**config.mk**
```make
export PLATFORM = sky130hd
export DESIGN_NAME = sacc_rem
export DESIGN_NICKNAME = d
export VERILOG_FILES = /design/src/hdl/sacc_rem.sv
export SDC_FILE = /design/constraint.sdc
export NUM_CORES = 1
export LEC_CHECK = 0
export BUFFER_PORTS_ARGS = -buffer_cell sky130_fd_sc_hd__buf_2
export CAP_MARGIN = 40
export CORE_AREA = 2 2 105 107
export CTS_CLUSTER_DIAMETER = 120
export DETAILED_ROUTE_END_ITERATION = 8
export DIE_AREA = 0 0 107 109
export SLEW_MARGIN = 20
export SYNTH_ARGS = -nofsm -noshare
export SYNTH_HDL_FRONTEND = slang
export SYNTH_SLANG_ARGS = --single-unit
```
**constraint.sdc**
```tcl
create_clock -name clk -period 3.3 [get_ports clk]
set_clock_uncertainty 0.15 [all_clocks]
set_input_delay 0.165 -clock clk [delete_from_list [all_inputs] [get_ports clk]]
set_output_delay 0.165 -clock clk [all_outputs]
set_load 0.02 [all_outputs]
```
**src/hdl/sacc_rem.sv**
```systemverilog
// Iterative restoring remainder unit, one dividend bit per cycle.
module sacc_rem #(
  parameter int DVD_W = 16,
  parameter int DVS_W = 13
) (
  input  logic             clk,
  input  logic             rst_n,
  input  logic             go,
  input  logic [DVD_W-1:0] dvd,
  input  logic [DVS_W-1:0] dvs,
  output logic             done,
  output logic [DVS_W-1:0] rem
);

  localparam int CW    = (DVD_W > DVS_W) ? DVD_W : DVS_W;
  localparam int CNT_W = (DVD_W > 1) ? $clog2(DVD_W) : 1;

  logic             run_r, run_nxt;
  logic             done_r, done_nxt;
  logic [CNT_W-1:0] cnt_r, cnt_nxt;
  logic [DVD_W-1:0] dvd_r, dvd_nxt;
  logic [DVS_W-1:0] dvs_r, dvs_nxt;
  logic [DVS_W-1:0] rem_r, rem_nxt;
  logic [CW-1:0]    dvd_x, dvs_x;
  logic [DVS_W:0]   trial;

  assign dvd_x = CW'(dvd);
  assign dvs_x = CW'(dvs);
  assign trial = {rem_r, dvd_r[DVD_W-1]};

  always_comb begin
    run_nxt  = run_r;
    done_nxt = 1'b0;
    cnt_nxt  = cnt_r;
    dvd_nxt  = dvd_r;
    dvs_nxt  = dvs_r;
    rem_nxt  = rem_r;
    if (go) begin
      if (dvd_x < dvs_x) begin
        rem_nxt  = DVS_W'(dvd_x);
        done_nxt = 1'b1;
      end else begin
        run_nxt = 1'b1;
        cnt_nxt = CNT_W'(DVD_W - 1);
        dvd_nxt = dvd;
        dvs_nxt = dvs;
        rem_nxt = '0;
      end
    end else if (run_r) begin
      if (trial >= {1'b0, dvs_r}) begin
        rem_nxt = DVS_W'(trial - {1'b0, dvs_r});
      end else begin
        rem_nxt = DVS_W'(trial);
      end
      dvd_nxt = dvd_r << 1;
      cnt_nxt = cnt_r - 1'b1;
      if (cnt_r == '0) begin
        run_nxt  = 1'b0;
        done_nxt = 1'b1;
      end
    end
  end

  always_ff @(posedge clk) begin
    if (!rst_n) begin
      run_r  <= 1'b0;
      done_r <= 1'b0;
    end else begin
      run_r  <= run_nxt;
      done_r <= done_nxt;
    end
    cnt_r <= cnt_nxt;
    dvd_r <= dvd_nxt;
    dvs_r <= dvs_nxt;
    rem_r <= rem_nxt;
  end

  assign done = done_r;
  assign rem  = rem_r;

endmodule
```
==> key figures <==
GRT
  – Largest net degree at the start of global routing: 40
  – First-pass GRT wire length: between 10000 and 15000 um
  – Grt total ovfl: 0
  – Antenna violations before repair: 0
  – Global Route Usage Sum: 13.0%
  – Vias in the first global route: 2336

Floorplan
  – Core area: 10600 um^2
  – Die height: 109 um
  – Row count: 38
  – Area of the die: between 10000 and 15000 um^2
  – Starting Density: 29.4%
  – I/O pin count: 46
  – Die width: 107 um

Drt
  – DRT iter0 DRCs: 170
  – Post-Route WL: about 7400 um
  – Remaining DRCs: 0
  – Mean number of vias per cell: approximately 4.8
  – Drt first pass iters: 4
  – Drt wl/cell: 15.2 um
  – Routed Antenna Nets: 0
  – Vias: about 2400

Setup path
  – CP Launch Type: flip-flop
  – CP max FO: 18
  – Worst reg-to-reg path cell count: 8
  – Kind of critical path: reg -> reg
  – Crit end category: flip-flop
  – CP arrival: around 2.7 ns
  – CP required: 3.21 ns

Clocking
  – H-tree levels: 2
  – Clock sink count: 48
  – Worst-Skew Late Latency: 0.31 ns
  – Post_cts resized: 0
  – CTS tree: yes
  – CTS buffer count: 5
  – CTS root buf: clkbuf_8
  – Clock Path Buffers: 2
  – Reg clk slew, reported paths: 0.09 ns

Timing
  – Final setup vio count: 0
  – Final hold vios: 0
  – Final cycle utilization of the critical path: 84.7%
  – WHS: ~0.03 ns
  – Peak Freq: between 300 and 400 MHz
  – Least-Margin Pin Slew: 0.545 ns
  – Worst slew margin: 63.6%
  – Setup Total Neg Slack: 0 ns
  – RSZ-0062 raised after global routing: false
  – Final critical-path required period: 2.79 ns
  – Pins Over Slew Limit: 0

Synthesis
  – Synth Flop Type: edfxtp_1
  – Syn Inst Count: 284
  – Cell Area, Synth: a little over 3000 um^2
  – Synth cell types: 60
  – Fraction of registers with async set/reset: 0%
  – Synthesized flop and latch total: 48
  – Mean post-synth cell area: 11.0 um^2
  – EDFF count, synth: 46
  – Synth Net Count: 343
  – Register area share after synthesis: ~46%
  – Yosys warns: 0

Layout
  – Nets: roughly 410
  – Area delta synth->final: 20.5%
  – Diode count: 0
  – Final core utilization: 35.5%
  – Filler instances: 1026
  – Layout cells sized above 1: 26.1%

Outcome
  – Status: completed

Power and ir drop
  – Lkg Pwr: 1.62 nW
  – PD cells: 597 nW/um^2
  – Max VDD drop: between 200 and 250 uV

Worst hold path
  – Hold crit path type: in -> reg
  – WHS Path Cells: 2

Placed design
  – # port buffers: 45
  – Post-DP HPWL: 5660 um
  – RD Place Congestion: 0.793

Job
  – Max-cap violations: 0
-- cell usage in the layout (no fill, tap or decap), types with 4 or more instances in the layout --
cell type / count
a21o_1: 6
o21ai_1: 4
dlygate4sd3_1: 14
buf_2: 45
o21ai_0: 9
nand2_1: 19
ha_1: 26
and3_1: 4
inv_1: 29
mux2i_1: 6
edfxtp_1: 46
buf_4: 6
a21oi_1: 13
xnor2_1: 6
and2_1: 4
o211ai_1: 6
clkbuf_8: 5
nand3_1: 10
nor2_1: 11
nor2b_1: 4
nand2b_1: 7
mux2_2: 13
-- state kept, by name (all words and copies together), names as in the netlist --
register and cells:
dvd_r 16, dvs_r 13, cnt_r 4, done 1
rem 13, run_r 1
-- per-layer routing --
metal	vias up	global-route usage, %	share of wire [%]
li1	1167	-	-
met1	1134	16.5	46
met2	49	22.7	49
met3	10	2.03	3.4
met4	0	3.99	1.6
met5	-	0	0
-- synthesized netlist by cell type, drive strengths merged (3+ instances only) --
library cell,number,area share [%]
a32oi,3,0.84
mux2,13,4.7
o211ai,6,1.4
mux2i,6,1.9
ha,26,10
and2,4,0.80
a211oi,4,1.5
inv,29,3.5
o21ai,13,2.1
nand2,19,2.3
a21o,7,1.7
or2,4,0.88
a21oi,15,2.6
xor2,3,0.84
edfxtp,46,44
xnor2,6,1.7
nor2b,5,1.2
clkbuf,3,0.36
and3,5,1.0
buf,7,1.3
o21a,3,0.72
nand3,10,1.6
nor2,11,1.3
nand2b,7,1.4
-- metrics by stage --
| stage | power (mW) | setup WS, ns | cells | area, um^2 |
|---|---|---|---|---|
| 2_1_floorplan | 1.63 | 0.0281 | 284 | 3120 |
| 3_3_place_gp | 1.87 | 0.565 | 465 | 3520 |
| 3_5_place_dp | 1.89 | 0.545 | 466 | 3530 |
| 4_1_cts | 2.25 | 0.521 | 488 | 3760 |
| 5_1_grt | 2.39 | 0.340 | 488 | 3760 |
| 6_report | 2.24 | 0.506 | 488 | 3760 |
-- area by class of cell --
class	count	area (um^2)	area share (%)
multi-input combinational	197	1540	41.0
clock inverter	3	18.8	0.499
clock buffer	5	68.8	1.83
timing repair buffer	66	425	11.3
inverter	29	109	2.90
tap	140	175	4.66
sequential	48	1420	37.8
-- final timing paths --
check / start / endpoint / slack, ns
hold / removal: dvd[14] / dvd_r[14] / 0.03
setup reg to reg: rem[10] / rem[2] / 0.51
hold reg to reg: dvd_r[9] / dvd_r[10] / 0.39
setup / recovery: rem[10] / rem[2] / 0.51
-- logic make-up after synthesis --
family                   share of synthesized area (%)
AND/OR/NAND/NOR                                   13.0
AO/OA/AOI/OAI                                     16.0
flip-flops                                        45.6
buffers and inverters                             5.13
adder cells (fa/ha/maj)                           11.1
multiplexers                                      6.62
XOR/XNOR                                          2.53
-- where the power goes --
group          internal, mW  switching, mW
Combinational         0.448          0.584
Sequential            0.796         0.0636
Clock                 0.148          0.205
-- worst max-delay path: stages, from the launching register on --
cell and delay (ns):
edfxtp_1 0.46, ha_1 0.40, a21o_1 0.21, a211oi_2 0.33
o31ai_4 0.14, a211oi_4 0.15, buf_4 0.28, nor4_1 0.09
a311o_1 0.33
-- repair_timing --
action	CTS	global route
buffers inserted	0	0
hold buffers	14	0
endpoints found under the hold margin	15	0
Note: power is estimated with default switching activity, not from simulation.
