### src/hdl/sacc_ram.sv
// Generic single-write, single-read RAM with registered read data.
module sacc_ram #(
  parameter int WIDTH = 8,
  parameter int DEPTH = 16
) (
  input  logic                                   clk,
  input  logic                                   we,
  input  logic [(DEPTH > 1 ? $clog2(DEPTH) : 1)-1:0] waddr,
  input  logic [WIDTH-1:0]                       wdata,
  input  logic [(DEPTH > 1 ? $clog2(DEPTH) : 1)-1:0] raddr,
  output logic [WIDTH-1:0]                       rdata
);

  logic [WIDTH-1:0] mem [DEPTH];
  logic [WIDTH-1:0] rdata_r;

  always_ff @(posedge clk) begin
    if (we) begin
      mem[waddr] <= wdata;
    end
    rdata_r <= mem[raddr];
  end

  assign rdata = rdata_r;

endmodule

### config.mk
export PLATFORM = sky130hd
export DESIGN_NAME = sacc_ram
export DESIGN_NICKNAME = d
export VERILOG_FILES = /design/src/hdl/sacc_ram.sv
export SDC_FILE = /design/constraint.sdc
export NUM_CORES = 1
export LEC_CHECK = 0
export BUFFER_PORTS_ARGS = -buffer_cell sky130_fd_sc_hd__buf_2
export CELL_PAD_IN_SITES_DETAIL_PLACEMENT = 2
export CELL_PAD_IN_SITES_GLOBAL_PLACEMENT = 2
export CORE_ASPECT_RATIO = 0.9
export CORE_MARGIN = 3
export CORE_UTILIZATION = 48
export DETAILED_ROUTE_END_ITERATION = 10
export PLACE_DENSITY = 0.8
export SLEW_MARGIN = 0
export SYNTH_ARGS = -nofsm -noshare
export SYNTH_HDL_FRONTEND = slang
export SYNTH_SLANG_ARGS = --single-unit
### constraint.sdc
create_clock -name clk -period 1.72 [get_ports clk]
set_input_delay 0.086 -clock clk [delete_from_list [all_inputs] [get_ports clk]]
set_output_delay 0.086 -clock clk [all_outputs]
set_load 0.03 [all_outputs]
==> run_results.csv, run 1 <==
group,metric,value,unit
layout,area_growth_syn_to_layout,18.3,%
setup_path,cp_top_family,"multiplexers",
floorplanning,die_w,115,um
yosys,synth_area,5150,um^2
route,drcViolationCount,0,
place,post-place-ws,0.121,ns
grt,grt_overflow,0,
setup_path,slowest_stage,"mux4_1",
layout,drive_gt1_frac,0.310,
clock_network,clkSlewWorstSetupHoldPaths,0.06,ns
timing,fmax,671,MHz
grt,grtUsageTotal,0.266,
grt,grt_pass1_vias,3014,
clock_network,cts_buffer_depth,2,
layout,multi_input_area,1060,um^2
pwr,p_leak,2.09,nW
yosys,avgSynthCellArea,22.5,um^2
place,dp_hpwl,8190,um
clock_network,cts_max_level,4,
route,drt-met1-wl,5610,um
setup_path,path_class,"reg -> reg",
route,ant_nets,0,
yosys,synth_flop_cell,"edfxtp_1",
floorplanning,io_pins,26,
clock_network,post_cts_buffers,0,
route,wl_met2,7670,um
timing,setup_tns,0,ns
yosys,syn_nets,247,
layout,regArea,4000,um^2
setup_path,cp-end-kind,"flip-flop",
yosys,synthArstFlopShare,0,
timing,post-route-min-period,1.49,ns
floorplanning,start_util,0.498,
route,firstDrtPassIters,4,
status,outcome,"completed",
layout,fill_cells,824,
grt,antenna_found_initial,0,
layout,fin_nets,302,
yosys,ys_seq_elements,136,
timing,hold_viol,0,
timing,fin_ws,0.229,ns
route,drt_iter0_drc,282,
job,cap_viol_max_count,0,
clock_network,numCtsBuffers,17,
route,routed_wl,14300,um
timing,setup_viol,0,
floorplanning,coreArea,10300,um^2
timing,tightest_slew,0.504,ns
setup_path,slowest_delay,0.58,ns
setup_path,path_cells,"mux4_1, a22oi_1, nand2_1",
clock_network,holdBufCountCts,0,
timing,fin_hold_ws,0.0513,ns
timing,slew-limit-headroom,0.664,
timing,skew,0.0211,ns
layout,antenna_cells,0,
layout,layout_commonest_cell,"edfxtp_1",
setup_path,worstReg2RegStart,"mem[1][3]$_DFFE_PP_",
setup_path,reg2reg_slack,0.23,ns
yosys,synth.area.top_cells,"edfxtp_1 (75%), mux4_2 (7.9%), mux4_1 (7.1%)",
setup_path,cp-start-kind,"flip-flop",
setup_path,worstPathArrival,1.78,ns
floorplanning,die_h,104,um
pwr,p_per_area,1250,nW/um^2
clock_network,cts_repair_resize_count,0,
yosys,synthCells,229,
setup_path,worstSetupPathDepth,3,
yosys,synth.distinct_cells,19,
yosys,yosys.area.top_type,"edfxtp_1",
setup_path,r2r_end,"rdata[3]$_DFF_P_",
setup_path,endpoint,"rdata[3]$_DFF_P_",
yosys,synth_top_cell_area_share,0.747,
floorplanning,dieArea,12000,um^2
setup_path,crit_path_max_fanout,1,
yosys,ys_warn_count,0,
route,top_layer_used,"met4",
clock_network,tritoncts,"done",
yosys,synth-edff-count,128,
grt,grt_max_degree,33,
place,gp_congestion,0.715,
place,io_buffers,25,
pwr,ir_worst_vdd,0.695,mV
route,viasPerCell,6.05,
clock_network,clock_latency,0.43,ns
setup_path,cp.required,2.01,ns
timing,drv_slew,0,
clock_network,numClockSinks,136,
route,vias,2579,
setup_path,r2r_cells,3,
min_path,hold_path_class,"in -> reg",
route,wl_met3,858,um
yosys,yosysSeqAreaShare,0.778,
floorplanning,row_count,35,
timing,rsz0062_at_grt,"false",
clock_network,cts_root_buf,"clkbuf_16",
setup_path,cp_num_buf_inv,0,
timing,fin_crit_sh,0.867,
layout,layout_common_cells,"edfxtp_1 (128), buf_2 (25), mux4_2 (18), buf_4 (18), clkbuf_16 (17)",
setup_path,cp-startpoint,"mem[1][3]$_DFFE_PP_",
grt,grt_pass1_wl,21400,um
route,avgRoutedWirePerCell,33.6,um
how the worst min path moves through the flow:
stage / start / to / slack, ns / cells after the start
6_report: wdata[6] / mem[0][6]$_DFFE_PP_ / 0.05 / 1
5_1_grt: wdata[6] / mem[0][6]$_DFFE_PP_ / 0.06 / 1
4_1_cts: wdata[6] / mem[0][6]$_DFFE_PP_ / 0.04 / 1
3_5_place_dp: wdata[6] / mem[2][6]$_DFFE_PP_ / 0.49 / 1
3_3_place_gp: wdata[2] / mem[14][2]$_DFFE_PP_ / 0.47 / 1
2_1_floorplan: wdata[0] / mem[0][0]$_DFFE_PP_ / 0.18 / 0
where the power goes:
part           switching (W)  leakage (nW)  internal, W
sequential         0.0000340          1.22      0.00371
combinational       0.000262         0.595     0.000156
clock                0.00137         0.272      0.00211
logic make-up after synthesis:
group | count (synthesis) | synth area share
simple gates | 35 | 0.0318
mux | 32 | 0.150
flops | 136 | 0.778
buf+inv | 10 | 0.0168
compound gates | 16 | 0.0233
cell usage after synthesis, types with 2 or more instances:
library cell	number
mux4_1	14
nand2b_1	2
edfxtp_1	128
mux4_2	18
buf_2	3
nand3b_1	2
dfxtp_1	8
nor3_1	4
nand2_1	9
buf_6	3
a22oi_1	16
clkdlybuf4s25_2	3
nor2_1	13
per-layer routing:
layer,track usage,vias to the layer above
li1,-,1084
met1,0.346,1387
met2,0.441,94
met3,0.0588,14
met4,0.0956,0
met5,0,-
worst reg2reg max path, cell delays in order, from the launching register on:
cell      delay [ns]
edfxtp_1        0.40
mux4_1          0.58
a22oi_1         0.28
nand2_1         0.10
layout make-up:
type	instances	area share
well taps	129	0.0265
clock inverters	11	0.0175
clock buffers	21	0.0723
repair buffers	46	0.0526
flip-flops and latches	136	0.657
multi-input cells	83	0.174
flip-flops by register name, summed over array words and instances (netlist names):
name	flops
mem	128
rdata	8
metrics by stage:
stage	utilization	std cells	instance area (um^2)	total power, W
floorplan	-	229	5150	0.00402
global placement	0.536	394	5540	0.00418
detailed placement	0.536	394	5540	0.00422
CTS	0.589	426	6090	0.00771
global route	0.589	426	6090	0.00785
finish	0.589	426	6090	0.00763
Note: power is estimated with default switching activity, not from simulation.
==> inputs of run 2 (changes only) <==
Settings changed: CORE_UTILIZATION 48 to 50, CTS_BUF_LIST set to sky130_fd_sc_hd__clkbuf_4 sky130_fd_sc_hd__clkbuf_8, GPL_TIMING_DRIVEN set to 0, PLACE_DENSITY 0.8 to 0.83, SETUP_SLACK_MARGIN set to 0.4.
==> run_results.csv, run 2 (synthesized netlist as in run 1, its figures left out) <==
group,metric,value,unit
grt,grt_pass1_vias,2780,
setup_path,cp-start-kind,"flip-flop",
clock_network,cts_max_level,4,
clock_network,tritoncts,"done",
layout,layout_commonest_cell,"edfxtp_1",
floorplanning,die_h,102,um
setup_path,cp_num_buf_inv,0,
route,ant_nets,0,
clock_network,cts_root_buf,"clkbuf_8",
floorplanning,die_w,113,um
clock_network,clock_latency,0.45,ns
layout,antenna_cells,0,
pwr,p_per_area,1180,nW/um^2
route,viasPerCell,6.20,
route,avgRoutedWirePerCell,32.5,um
timing,fin_hold_ws,0.0468,ns
floorplanning,row_count,34,
timing,tightest_slew,0.938,ns
timing,fmax,731,MHz
place,gp_congestion,0.766,
timing,skew,0.00789,ns
setup_path,path_cells,"mux4_2, a22oi_1, nand2_1",
route,vias,2550,
setup_path,r2r_end,"rdata[4]$_DFF_P_",
timing,rsz0062_at_grt,"true",
min_path,hold_path_class,"in -> reg",
setup_path,slowest_delay,0.54,ns
setup_path,cp-end-kind,"flip-flop",
route,routed_wl,13300,um
timing,drv_slew,0,
layout,largest_reg_flops,128,
setup_path,path_class,"reg -> reg",
setup_path,reg2reg_slack,0.35,ns
place,post-place-ws,-0.302,ns
min_path,min_from,"wdata[5]",
place,dp_hpwl,8110,um
setup_path,r2r_cells,3,
setup_path,worstSetupPathDepth,3,
timing,setup_tns,0,ns
pwr,p_leak,1.90,nW
layout,drive_gt1_frac,0.404,
layout,largest_register,"mem",
timing,post-route-min-period,1.37,ns
timing,fin_ws,0.353,ns
grt,antenna_found_initial,0,
route,firstDrtPassIters,4,
floorplanning,io_pins,26,
layout,fin_nets,290,
setup_path,cp_top_family,"multiplexers",
floorplanning,coreArea,9870,um^2
min_path,hold_path_depth,1,
clock_network,post_cts_buffers,0,
clock_network,numCtsBuffers,17,
clock_network,cts_buffer_depth,2,
clock_network,clkSlewWorstSetupHoldPaths,0.08,ns
floorplanning,start_util,0.522,
timing,setup_viol,0,
grt,grt_pass1_wl,19500,um
pwr,ir_worst_vdd,1.04,mV
layout,fill_cells,782,
setup_path,worstPathArrival,1.69,ns
grt,grtUsageTotal,0.254,
route,drcViolationCount,0,
min_path,min_to,"mem[6][5]$_DFFE_PP_",
setup_path,slowest_stage,"mux4_2",
timing,hold_viol,0,
setup_path,crit_path_max_fanout,1,
layout,instances_no_fill,411,
timing,fin_crit_sh,0.795,
grt,grt_overflow,0,
setup_path,cp.required,2.04,ns
timing,slew-limit-headroom,0.372,
floorplanning,dieArea,11500,um^2
route,drt_iter0_drc,286,
place,io_buffers,24,
setup_path,worstReg2RegStart,"mem[15][4]$_DFFE_PP_",
job,cap_viol_max_count,0,
layout,area_growth_syn_to_layout,14.4,%
clock_network,numClockSinks,136,
layout,layout_common_cells,"edfxtp_1 (128), mux4_2 (30), buf_2 (27), clkbuf_8 (17), a22oi_2 (11)",
grt,grt_max_degree,17,
status,outcome,"completed",
place,place_inst,379,
layout,postLayoutCoreUtil,0.596,
run 2: worst max-delay path by stage:
stage	from	end	slack, ns
floorplan	waddr[2]	mem[3][0]$_DFFE_PP_	0.37
global placement	waddr[2]	mem[8][2]$_DFFE_PP_	-0.15
detailed placement	waddr[2]	mem[8][0]$_DFFE_PP_	-0.30
CTS	mem[10][1]$_DFFE_PP_	rdata[1]$_DFF_P_	0.33
global route	mem[3][1]$_DFFE_PP_	rdata[1]$_DFF_P_	0.31
finish	mem[15][4]$_DFFE_PP_	rdata[4]$_DFF_P_	0.35
run 2: where the power goes:
group / total [W] / switching [W] / internal (W)
logic: 0.000452 / 0.000291 / 0.000160
clock network: 0.00278 / 0.00132 / 0.00146
registers: 0.00373 / 0.0000265 / 0.00370
run 2: what timing repair did:
| action | in CTS | in global routing |
|---|---|---|
| endpoints found under the setup margin | 55 | 16 |
| hold buffers | 0 | 0 |
| resized for setup | 27 | 4 |
| cloned | 0 | 0 |
| pin swaps | 8 | 4 |
run 2: layout make-up:
type	instances	area [um^2]	area share
sequential	136	4000	0.680
multi-input combinational	83	1100	0.187
clock buffer	18	241	0.0410
clock inverter	14	174	0.0295
tap	126	158	0.0268
timing repair buffer	24	120	0.0204
buffer	10	86.3	0.0147
run 2: stage by stage:
stage          power (W)  cell area (um^2)
3_5_place_dp     0.00422              5430
3_3_place_gp     0.00417              5430
4_1_cts          0.00702              5880
2_1_floorplan    0.00402              5150
6_report         0.00696              5890
5_1_grt          0.00717              5890
run 2: per-layer routing:
metal,up-vias,wire length (um),track usage
met2,112,6720,0.411
li1,1054,-,-
met5,-,0,0
met1,1369,5660,0.346
met3,15,788,0.0551
met4,0,176,0.0906
